File: config.mk
export PLATFORM = sky130hd
export DESIGN_NAME = round_robin_stream_interleaver_flat
export DESIGN_NICKNAME = d
export VERILOG_FILES = /design/src/rrsi_pkg.sv /design/src/rrsi_if.sv /design/src/rrsi_ram.sv /design/src/round_robin_stream_interleaver.sv /design/src/flat_wrapper.sv
export SDC_FILE = /design/constraint.sdc
export NUM_CORES = 2
export LEC_CHECK = 0
export BUFFER_PORTS_ARGS = -buffer_cell sky130_fd_sc_hd__buf_2
export CAP_MARGIN = 10
export CORE_ASPECT_RATIO = 1.2
export CORE_MARGIN = 10
export CORE_UTILIZATION = 46
export CTS_BUF_LIST = sky130_fd_sc_hd__clkbuf_8
export DETAILED_ROUTE_END_ITERATION = 8
export PLACE_DENSITY = 0.59
export SYNTH_ARGS = -nofsm -noshare
export SYNTH_HDL_FRONTEND = slang
export SYNTH_SLANG_ARGS = --single-unit
File: constraint.sdc
create_clock -name clk -period 5.8 [get_ports clk]
set_clock_uncertainty 0.05 [all_clocks]
set_input_delay 0.29 -clock clk [delete_from_list [all_inputs] [get_ports clk]]
set_output_delay 0.29 -clock clk [all_outputs]
set_load 0.005 [all_outputs]
File: src/rrsi_pkg.sv
// ----------------------------------------------------------------------------
// rrsi_pkg
// Shared types and constants of the round-robin stream interleaver.
// ----------------------------------------------------------------------------
package rrsi_pkg;

  // Default sizes of the block
  localparam int NUM_STREAMS_DEF  = 4;
  localparam int STREAM_DEPTH_DEF = 16;
  localparam int DATA_WIDTH_DEF   = 32;

  // Fixed payload field widths
  localparam int STREAM_ID_W = 2;
  localparam int VALUE_W     = 32;
  localparam int STATUS_W    = 2;

  // Request kinds
  localparam logic REQ_PUSH = 1'b0;
  localparam logic REQ_PULL = 1'b1;

  // Result status codes
  typedef enum logic [STATUS_W-1:0] {
    ST_OK      = 2'd0,
    ST_EMPTY   = 2'd1,
    ST_DROPPED = 2'd2
  } status_t;

endpackage

File: src/rrsi_if.sv
// ----------------------------------------------------------------------------
// rrsi_if
// Valid/ready channels of the interleaver: request in, result out.
// ----------------------------------------------------------------------------
interface rrsi_req_if;
  import rrsi_pkg::*;

  logic                      valid;
  logic                      ready;
  logic                      req_type;
  logic [STREAM_ID_W-1:0]    stream_id;
  logic signed [VALUE_W-1:0] value;

  modport source (output valid, req_type, stream_id, value, input ready);
  modport sink   (input valid, req_type, stream_id, value, output ready);
endinterface

interface rrsi_rsp_if;
  import rrsi_pkg::*;

  logic                      valid;
  logic                      ready;
  logic signed [VALUE_W-1:0] out_value;
  logic [STREAM_ID_W-1:0]    served_stream;
  logic [STATUS_W-1:0]       status;

  modport source (output valid, out_value, served_stream, status, input ready);
  modport sink   (input valid, out_value, served_stream, status, output ready);
endinterface

File: src/rrsi_ram.sv
// ----------------------------------------------------------------------------
// rrsi_ram
// Simple dual-port synchronous RAM: one write port, one read port with a
// registered read.
// ----------------------------------------------------------------------------
module rrsi_ram #(
  parameter  int DEPTH = 64,
  parameter  int WIDTH = 32,
  localparam int AW    = $clog2(DEPTH)
) (
  input  logic             clk,
  input  logic             we,
  input  logic [AW-1:0]    waddr,
  input  logic [WIDTH-1:0] wdata,
  input  logic             re,
  input  logic [AW-1:0]    raddr,
  output logic [WIDTH-1:0] rdata
);

  logic [WIDTH-1:0] mem [DEPTH];

  // Write port
  always_ff @(posedge clk) begin
    if (we) begin
      mem[waddr] <= wdata;
    end
  end

  // Registered read port
  always_ff @(posedge clk) begin
    if (re) begin
      rdata <= mem[raddr];
    end
  end

endmodule

File: src/round_robin_stream_interleaver.sv
// ----------------------------------------------------------------------------
// round_robin_stream_interleaver
// Several FIFO streams of signed words in one shared RAM. A push appends to
// one stream (dropped when full or out of range); a pull returns the oldest
// word of the next non-empty stream in cyclic order after the one served last.
//
//   channel | dir | payload                               | handshake
//   --------+-----+---------------------------------------+------------
//   req     | in  | req_type, stream_id, value            | valid/ready
//   rsp     | out | out_value, served_stream, status      | valid/ready
//
// A push or an empty pull loads the output register directly; a successful
// pull first reads the stream RAM, whose read data is registered, and then
// loads the output register. The result sits in that output register; the
// next request is taken in the cycle that register drains.
// Synchronous reset clears pointers, fill counts and the round-robin pointer;
// the RAM contents are not cleared and need no clearing pass.
// ----------------------------------------------------------------------------
module round_robin_stream_interleaver #(
  parameter int NUM_STREAMS  = rrsi_pkg::NUM_STREAMS_DEF,
  parameter int STREAM_DEPTH = rrsi_pkg::STREAM_DEPTH_DEF,
  parameter int DATA_WIDTH   = rrsi_pkg::DATA_WIDTH_DEF
) (
  input  logic        clk,
  input  logic        rst,
  rrsi_req_if.sink    req,
  rrsi_rsp_if.source  rsp
);
  import rrsi_pkg::*;

  localparam int SW        = $clog2(NUM_STREAMS);
  localparam int PW        = $clog2(STREAM_DEPTH);
  localparam int CW        = $clog2(STREAM_DEPTH + 1);
  localparam int MEM_DEPTH = NUM_STREAMS * STREAM_DEPTH;
  localparam int AW        = $clog2(MEM_DEPTH);

  // Per-stream control state
  logic [PW-1:0] read_pointer  [NUM_STREAMS];
  logic [PW-1:0] write_pointer [NUM_STREAMS];
  logic [CW-1:0] fill_count    [NUM_STREAMS];
  logic [SW-1:0] next_stream;

  // Pull waiting on RAM read data
  logic          pend;
  logic [SW-1:0] pend_stream;

  // Output register
  logic                      out_valid;
  logic signed [VALUE_W-1:0] out_value_r;
  logic [STREAM_ID_W-1:0]    served_r;
  status_t                   status_r;

  logic                      in_fire;
  logic                      is_push;
  logic                      push_in_range;
  logic                      push_full;
  logic                      push_ok;
  logic [SW-1:0]             push_sid;
  logic signed [63:0]        push_ext;
  logic                      found;
  logic [SW-1:0]             sel;
  logic [SW-1:0]             sel_next;
  logic                      we;
  logic                      re;
  logic [AW-1:0]             waddr;
  logic [AW-1:0]             raddr;
  logic [DATA_WIDTH-1:0]     rdata;
  logic signed [63:0]        rd_ext;
  logic                      load_out;

  // Handshake: one request at a time, held off while a pull waits on the RAM or a stalled result is held
  assign req.ready = !pend && (!out_valid || rsp.ready);
  assign in_fire   = req.valid && req.ready;
  assign is_push   = (req.req_type == REQ_PUSH);

  // Push decode
  assign push_sid      = SW'(req.stream_id);
  assign push_in_range = int'(req.stream_id) < NUM_STREAMS;
  assign push_full     = (fill_count[push_sid] == CW'(STREAM_DEPTH));
  assign push_ok       = push_in_range && !push_full;
  assign push_ext      = 64'(req.value);

  // Rotating priority pick starting at next_stream
  always_comb begin
    int            idx;
    logic [SW-1:0] cand;
    found = 1'b0;
    sel   = '0;
    for (int k = NUM_STREAMS - 1; k >= 0; k--) begin
      idx = int'(next_stream) + k;
      if (idx >= NUM_STREAMS) begin
        idx = idx - NUM_STREAMS;
      end
      cand = SW'(idx);
      if (fill_count[cand] != '0) begin
        found = 1'b1;
        sel   = cand;
      end
    end
  end

  assign sel_next = (sel == SW'(NUM_STREAMS - 1)) ? '0 : sel + SW'(1);

  // Output register loads this cycle
  assign load_out = pend || (in_fire && (is_push || !found));

  // RAM access
  assign we    = in_fire && is_push && push_ok;
  assign waddr = AW'(int'(push_sid) * STREAM_DEPTH + int'(write_pointer[push_sid]));
  assign re    = in_fire && !is_push && found;
  assign raddr = AW'(int'(sel) * STREAM_DEPTH + int'(read_pointer[sel]));

  rrsi_ram #(
    .DEPTH (MEM_DEPTH),
    .WIDTH (DATA_WIDTH)
  ) u_store (
    .clk   (clk),
    .we    (we),
    .waddr (waddr),
    .wdata (push_ext[DATA_WIDTH-1:0]),
    .re    (re),
    .raddr (raddr),
    .rdata (rdata)
  );

  assign rd_ext = 64'($signed(rdata));

  // Stream state update and output register
  always_ff @(posedge clk) begin
    if (rst) begin
      for (int i = 0; i < NUM_STREAMS; i++) begin
        read_pointer[i]  <= '0;
        write_pointer[i] <= '0;
        fill_count[i]    <= '0;
      end
      next_stream <= '0;
      pend        <= 1'b0;
      out_valid   <= 1'b0;
    end else begin
      if (out_valid && rsp.ready && !load_out) begin
        out_valid <= 1'b0;
      end

      // Read data of a pending pull lands in the output register
      if (pend) begin
        pend        <= 1'b0;
        out_valid   <= 1'b1;
        out_value_r <= rd_ext[VALUE_W-1:0];
        served_r    <= STREAM_ID_W'(pend_stream);
        status_r    <= ST_OK;
      end

      if (in_fire) begin
        if (is_push) begin
          out_valid   <= 1'b1;
          out_value_r <= '0;
          served_r    <= '0;
          status_r    <= push_ok ? ST_OK : ST_DROPPED;
          if (push_ok) begin
            write_pointer[push_sid] <=
              (write_pointer[push_sid] == PW'(STREAM_DEPTH - 1)) ? '0
                                                                : write_pointer[push_sid] + PW'(1);
            fill_count[push_sid] <= fill_count[push_sid] + CW'(1);
          end
        end else if (found) begin
          pend              <= 1'b1;
          pend_stream       <= sel;
          read_pointer[sel] <= (read_pointer[sel] == PW'(STREAM_DEPTH - 1)) ? '0
                                                                           : read_pointer[sel] + PW'(1);
          fill_count[sel]   <= fill_count[sel] - CW'(1);
          next_stream       <= sel_next;
        end else begin
          out_valid   <= 1'b1;
          out_value_r <= '0;
          served_r    <= '0;
          status_r    <= ST_EMPTY;
        end
      end
    end
  end

  assign rsp.valid         = out_valid;
  assign rsp.out_value     = out_value_r;
  assign rsp.served_stream = served_r;
  assign rsp.status        = status_r;

  // A read issued for a pull turns into a pending pull next cycle
  a_read_pends: assert property (@(posedge clk) disable iff (rst) re |=> pend)
    else $error("RAM read issued without a pending pull");

  // A pending pull delivers an ok result in the following cycle
  a_pull_result: assert property (@(posedge clk) disable iff (rst)
    pend |=> (rsp.valid && rsp.status == ST_OK))
    else $error("pending pull did not deliver a result");

  // A push that cannot be stored reports a drop
  a_drop: assert property (@(posedge clk) disable iff (rst)
    (in_fire && is_push && !push_ok) |=> (rsp.valid && rsp.status == ST_DROPPED))
    else $error("dropped push not flagged");

  // An empty pull reports empty and leaves the round-robin pointer alone
  a_empty: assert property (@(posedge clk) disable iff (rst)
    (in_fire && !is_push && !found) |=> (rsp.status == ST_EMPTY && $stable(next_stream)))
    else $error("empty pull handled wrongly");

  // No RAM write overlaps a pull waiting on read data
  a_interlock: assert property (@(posedge clk) disable iff (rst) pend |-> !we)
    else $error("RAM write during pending pull");

endmodule
File: src/flat_wrapper.sv
// flat-port wrapper written by rule: the top's interface ports become plain ports
module round_robin_stream_interleaver_flat import rrsi_pkg::*;
#(
  parameter int NUM_STREAMS  = rrsi_pkg::NUM_STREAMS_DEF,
  parameter int STREAM_DEPTH = rrsi_pkg::STREAM_DEPTH_DEF,
  parameter int DATA_WIDTH   = rrsi_pkg::DATA_WIDTH_DEF
)
  (clk, rst, req_valid, req_req_type, req_stream_id, req_value, req_ready, rsp_valid, rsp_out_value, rsp_served_stream, rsp_status, rsp_ready);
  rrsi_req_if req_i ();
  rrsi_rsp_if rsp_i ();
  input  logic clk;
  input  logic rst;
  input wire logic [$bits(req_i.valid)-1:0] req_valid;
  input wire logic [$bits(req_i.req_type)-1:0] req_req_type;
  input wire logic [$bits(req_i.stream_id)-1:0] req_stream_id;
  input wire logic [$bits(req_i.value)-1:0] req_value;
  output wire logic [$bits(req_i.ready)-1:0] req_ready;
  output wire logic [$bits(rsp_i.valid)-1:0] rsp_valid;
  output wire logic [$bits(rsp_i.out_value)-1:0] rsp_out_value;
  output wire logic [$bits(rsp_i.served_stream)-1:0] rsp_served_stream;
  output wire logic [$bits(rsp_i.status)-1:0] rsp_status;
  input wire logic [$bits(rsp_i.ready)-1:0] rsp_ready;
  assign req_i.valid = req_valid;
  assign req_i.req_type = req_req_type;
  assign req_i.stream_id = req_stream_id;
  assign req_i.value = req_value;
  assign req_ready = req_i.ready;
  assign rsp_valid = rsp_i.valid;
  assign rsp_out_value = rsp_i.out_value;
  assign rsp_served_stream = rsp_i.served_stream;
  assign rsp_status = rsp_i.status;
  assign rsp_i.ready = rsp_ready;
  round_robin_stream_interleaver #(.NUM_STREAMS(NUM_STREAMS), .STREAM_DEPTH(STREAM_DEPTH), .DATA_WIDTH(DATA_WIDTH)) u_core (.clk(clk), .rst(rst), .req(req_i), .rsp(rsp_i));
endmodule
[Word level (Yosys, flattened, before mapping)]
Memory sizes are Yosys's and may differ from the RTL's. A register that Yosys moved wholly into a read port is not among the register bits.
Index checks and enable logic that the tools add are counted.
Word-level totals
  bits of input ports: 39
  output and inout port bits: 38
  logic and storage cells: 121
  memory bits (writable): 2100
  register bits: 42
  memories kept: 4
Cells by class
  add/sub/neg operators: 14
  order comparisons: 4
  bitwise logic cells: 2
  reductions and logical operators: 27
  multiplexer cells: 59
  equality and inequality tests: 4
Memories
  u_core.u_store.mem: words 64, bits a word 32, rd ports 1, clocked after memory_dff 1, write ports 1, line rrsi_ram.sv:20  | logic [WIDTH-1:0] mem [DEPTH];
  u_core.fill_count: words 4, bits a word 5, rd ports 6, clocked after memory_dff 0, write ports 4, line round_robin_stream_interleaver.sv:40  | logic [CW-1:0] fill_count [NUM_STREAMS];
  u_core.read_pointer: words 4, bits a word 4, rd ports 1, clocked after memory_dff 0, write ports 4, line round_robin_stream_interleaver.sv:38  | logic [PW-1:0] read_pointer [NUM_STREAMS];
  u_core.write_pointer: words 4, bits a word 4, rd ports 1, clocked after memory_dff 0, write ports 4, line round_robin_stream_interleaver.sv:39  | logic [PW-1:0] write_pointer [NUM_STREAMS];
Operator list (count)
  $mux 32: 4
  $mux 2: 22
  $mux 1: 27
  $reduce_bool 5->1: 4
  $mux 4: 4
  $add 6x4->6: 2
  $mux 5: 2
  $reduce_or 5->1: 2
  $ge 3x3->1 const B: 3
  $logic_and 1x1->1: 9
  $add 4x1->4 const B: 2
  $eq 4x4->1 const B: 2
  $reduce_or 4->1: 2
  $sub 2x1->2 const B: 4
  $add 2x2->3 const B: 2
  $add 5x1->5 const B: 1
  $eq 5x5->1 const B: 1
  $logic_not 1->1: 5
  $sub 5x1->5 const B: 1
  $reduce_and 4->1: 1
  $add 2x1->3 const B: 1
  $ge 2x3->1 const B: 1
  $logic_or 1x1->1: 3
  $reduce_and 3->1: 1
  3 further kinds: 4

[Logic depth before layout (Yosys ltp)]
An unclocked memory read counts as a cell.
  depth in word-level cells: 20
  gate-level depth with buffers: 19
  mapped depth without buffers: 14

[Cells and area by module]
Synthesis repeated with hierarchy kept, for this count alone.
Second synthesis, totals
  cells, all modules: 3760
  area total of the unflattened synthesis: 83926.7 sq um
Modules (own cells, without submodules)
  rrsi_ram: cells each 3324, seq. area each 62459.9 sq um, area each 78835.6 sq um, times used 1
  round_robin_stream_interleaver: cells each 436, seq. area each 2822.7 sq um, area each 5091.1 sq um, times used 1

[Worst setup path before layout]
Ideal clock, no wire load.
  path kind: register to register
  start: register u_core.next_stream[0]
  end: memory u_core.fill_count[0][0] in the netlist's numbering, enable pin
  cell stages (with the launch flop): 14
  path buffers: 3
  library setup time: 332 ps
  required time: 5418 ps
  period minus slack after synthesis: 4722 ps
  slack: 1078 ps
  arrival time: 4340 ps
  cells stage by stage: dfxtp_1 > clkbuf_1 > clkbuf_1 > clkbuf_1 > nor4_1 > a21oi_1 > o21ai_0 > nor2_1 > nand2_1 > inv_1 > a21boi_0 > o32ai_1 > a21oi_1 > nand2_1
RTL lines
  start: declaration: line round_robin_stream_interleaver.sv:41  | logic [SW-1:0] next_stream;
  start signal: assignment: line round_robin_stream_interleaver.sv:171  | next_stream <= sel_next;
  end: declaration: line round_robin_stream_interleaver.sv:40

==> summary.txt <==
Clock tree
  • CTS sink count: 2,176
  • TritonCTS clock tree: done
  • Clock slew at reported path FFs: 0.06 ns
  • H-tree Lvls: 5
  • CTS max path bufs: 4
  • CTS Root Cell: clkbuf_8
  • Post-CTS Repair Setup Buffers: 0
  • Clock latency at the later pin of the worst-skew pair: 1.06 ns
  • Num CTS Buffers: 351

Setup path
  • Worst EP required: 6.53 ns
  • Reg-to-reg startpoint: u_core.fill_count[2][2]
  • Crit path launch: u_core.fill_count[2][2]
  • R2r worst-path depth: 16
  • Worst Setup EP: u_core.u_store.rdata[25]
  • CP Capture Type: flip-flop
  • Reg2Reg Capture Point: u_core.u_store.rdata[25]
  • CP Class: flip-flop to flip-flop
  • Critical path fanouts, max: 37
  • Reg-to-reg slack, setup: 0.24 ns
  • Critical path launch point type: flip-flop
  • Data arrival time of the critical path: 6.29 ns

Route
  • Via-per-instance ratio: 5.96
  • 1st-iter DRT viols: 6,124
  • DRC: 0
  • First drt pass iteration count: 6
  • Met1 WL: 101 mm
  • Vias: 52,800
  • Wire length per cell: 28.9 um
  • WL met3: 20.1 mm
  • Routed Antenna Nets: 0
  • Routed wire length: 256 mm
  • DR top layer: met5
  • WL met2: 123 mm

STA
  • Hold Slack: 0.107 ns
  • Max Freq: 180 MHz
  • Worst-margin pin slew: 1.22 ns
  • Rel. slew slack: 0.184
  • Min Tclk post-route: 5.56 ns
  • Endpoints failing setup: 0
  • Final hold violations: 0
  • Setup TNS: 0 ns
  • RSZ-0062 raised after global routing: false
  • Pins Over Slew Limit: 0
  • Fin crit share: 0.959

Synth
  • Unique cell type count in the Yosys netlist: 67
  • Async SR Flop Fraction: 0
  • Most common cell in the synthesized netlist: edfxtp_1
  • Synth top area share: 0.761
  • Synth area leader: edfxtp_1
  • Syn nets: 5,790
  • Mapped Avg Cell Area: 14.9 um2
  • Synthesized cell area: 0.0857 mm2
  • Yosys warns: 0
  • Area contributors post-synth: edfxtp_1, nand2_1, mux2i_1
  • Post-synthesis sequential area ratio: 0.762
  • Number of synthesized register bits: 2,176
  • Synth Instances: 5,745
  • Post-synth EDFFs: 2,170
  • Most used DFF post-synth: edfxtp_1
  • Most instantiated cells after synthesis: edfxtp_1, nand2_1, nand3_1

Place
  • Cells after DPL: 8,213
  • Buffers on Ports: 76
  • GPL Wtd Cong: 0.850
  • Hpwl dp: 148 mm

Global routing
  • Total track usage: 0.246
  • First-pass GRT wire length: 366 mm
  • Largest net degree at the start of global routing: 124
  • Initial antenna violation count: 5
  • Grt total ovfl: 0
  • Vias in the first global route: 51,400

Outcome
  • Status: finished, final reports clean

Layout
  • Post-layout util: 0.526
  • Layout cells sized above 1: 0.149
  • Finished Layout Cells: 8,859
  • Area growth, synth to finish: 13.8%
  • Final nets: 6,204

Die
  • Die ar.: 0.204 mm2
  • Row cnt: 173
  • Core ar.: 0.185 mm2
  • Die H: 493 um
  • Die Wd: 414 um
  • # IOs: 77
  • Initial core utilization: 0.462

Worst hold path
  • Hold/Removal Path Class: primary input to flip-flop

Pwr
  • Power Density: 368 mW/mm2
  • Worst VDD drop: 0.261 mV
  • Leakage: 33.2 nW

Flow run
  • Max Cap Viol: 0
[flip-flops by register name (all words and copies together), names as in the netlist, named ones only]
| register | cells |
|---|---|
| u_core.write_pointer | 16 |
| u_core.rsp.valid | 1 |
| u_core.rsp.status | 2 |
| u_core.rsp.out_value | 32 |
| u_core.fill_count | 20 |
| u_core.pend | 1 |
| u_core.rsp.served_stream | 2 |
| u_core.next_stream | 2 |
| u_core.u_store.mem | 2048 |
| u_core.u_store.rdata | 32 |
| u_core.pend_stream | 2 |
| u_core.read_pointer | 16 |
[metal layers]
| metal | track usage | up-vias |
|---|---|---|
| li1 | - | 22800 |
| met4 | 0.111 | 2 |
| met1 | 0.325 | 27000 |
| met3 | 0.0402 | 489 |
| met5 | 0 | - |
| met2 | 0.401 | 2484 |
[cell usage in the layout, fill, tap and decap left out, types with 89 or more instances in the layout]
cell type	instances
edfxtp_1	2170
nand2_1	1249
nand3_1	414
clkbuf_8	356
mux2i_1	290
buf_4	257
a21oi_1	128
inv_1	123
nor2_1	107
a31oi_1	107
clkinv_1	95
a211oi_1	89
[report_power, final]
group	internal, mW	leakage [nW]	total, mW	switching (mW)
logic	1.97	10.1	6.31	4.34
clock network	5.99	3.47	11.9	5.95
registers	17.5	19.7	17.6	0.105
total	25.4	33.2	35.8	10.4
[cell families (layout without fill, tap and decap cells)]
family,count (synthesis),in the layout,synth area share
flops,2176,2176,0.762
simple gates,2087,2087,0.105
compound gates,713,713,0.0585
buf+inv,391,1051,0.0195
mux,364,364,0.0533
xor+xnor,8,8,0.000818
fa+ha+maj,6,6,0.000876
other cells,0,4,0
[per-stage QoR]
stage / cell area (um2) / total power [mW] / setup slack (ns)
final: 97500 / 35.8 / 0.241
after global routing: 97500 / 37.1 / 0.106
after CTS: 97400 / 36.0 / 0.134
after detailed placement: 90900 / 24.2 / 0.140
after global placement: 90900 / 24.1 / 0.147
after floorplan: 85700 / 21.5 / 1.08
[timing repair]
action / CTS / global route
hold buffers: 43 / 0
setup endpoints to repair: 0 / 1
resized for setup: 0 / 1
hold endpoints to repair: 2134 / 0
[how the worst min path moves through the flow]
stage / startpoint / to / cells past startpoint
detailed placement: u_core.pend / u_core.rsp.valid / 2
CTS: req_valid / u_core.rsp.status[0] / 4
finish: req_valid / u_core.rsp.status[0] / 4
floorplan: rst / u_core.rsp.valid / 1
global route: req_req_type / u_core.rsp.status[0] / 4
global placement: u_core.pend / u_core.rsp.valid / 2
[worst max-delay path, cell delays in order (launching register included)]
cell and delay (ns):
edfxtp_1 0.41, or3_4 0.42, or3_1 0.31, mux4_2 0.59, o31ai_1 0.27, o31a_1 0.21, inv_2 0.05, buf_4 0.23
o221ai_4 0.17, nand2_8 0.13, inv_8 0.39, buf_4 0.41, mux4_2 0.39, a22oi_1 0.16, nor3_1 0.06, nor4_1 0.85
nand3_1 0.14
[layout make-up]
type                       count  area, um2
timing repair buffer         415       3520
tap                         2450       3070
antenna                        4       10.0
clock buffer                 356       4900
sequential                  2176      65300
clock inverter               243       1180
multi-input combinational   3178      19400
fill                       15300      87800
inverter                      37        148
Power figures use the tool's default switching activity.
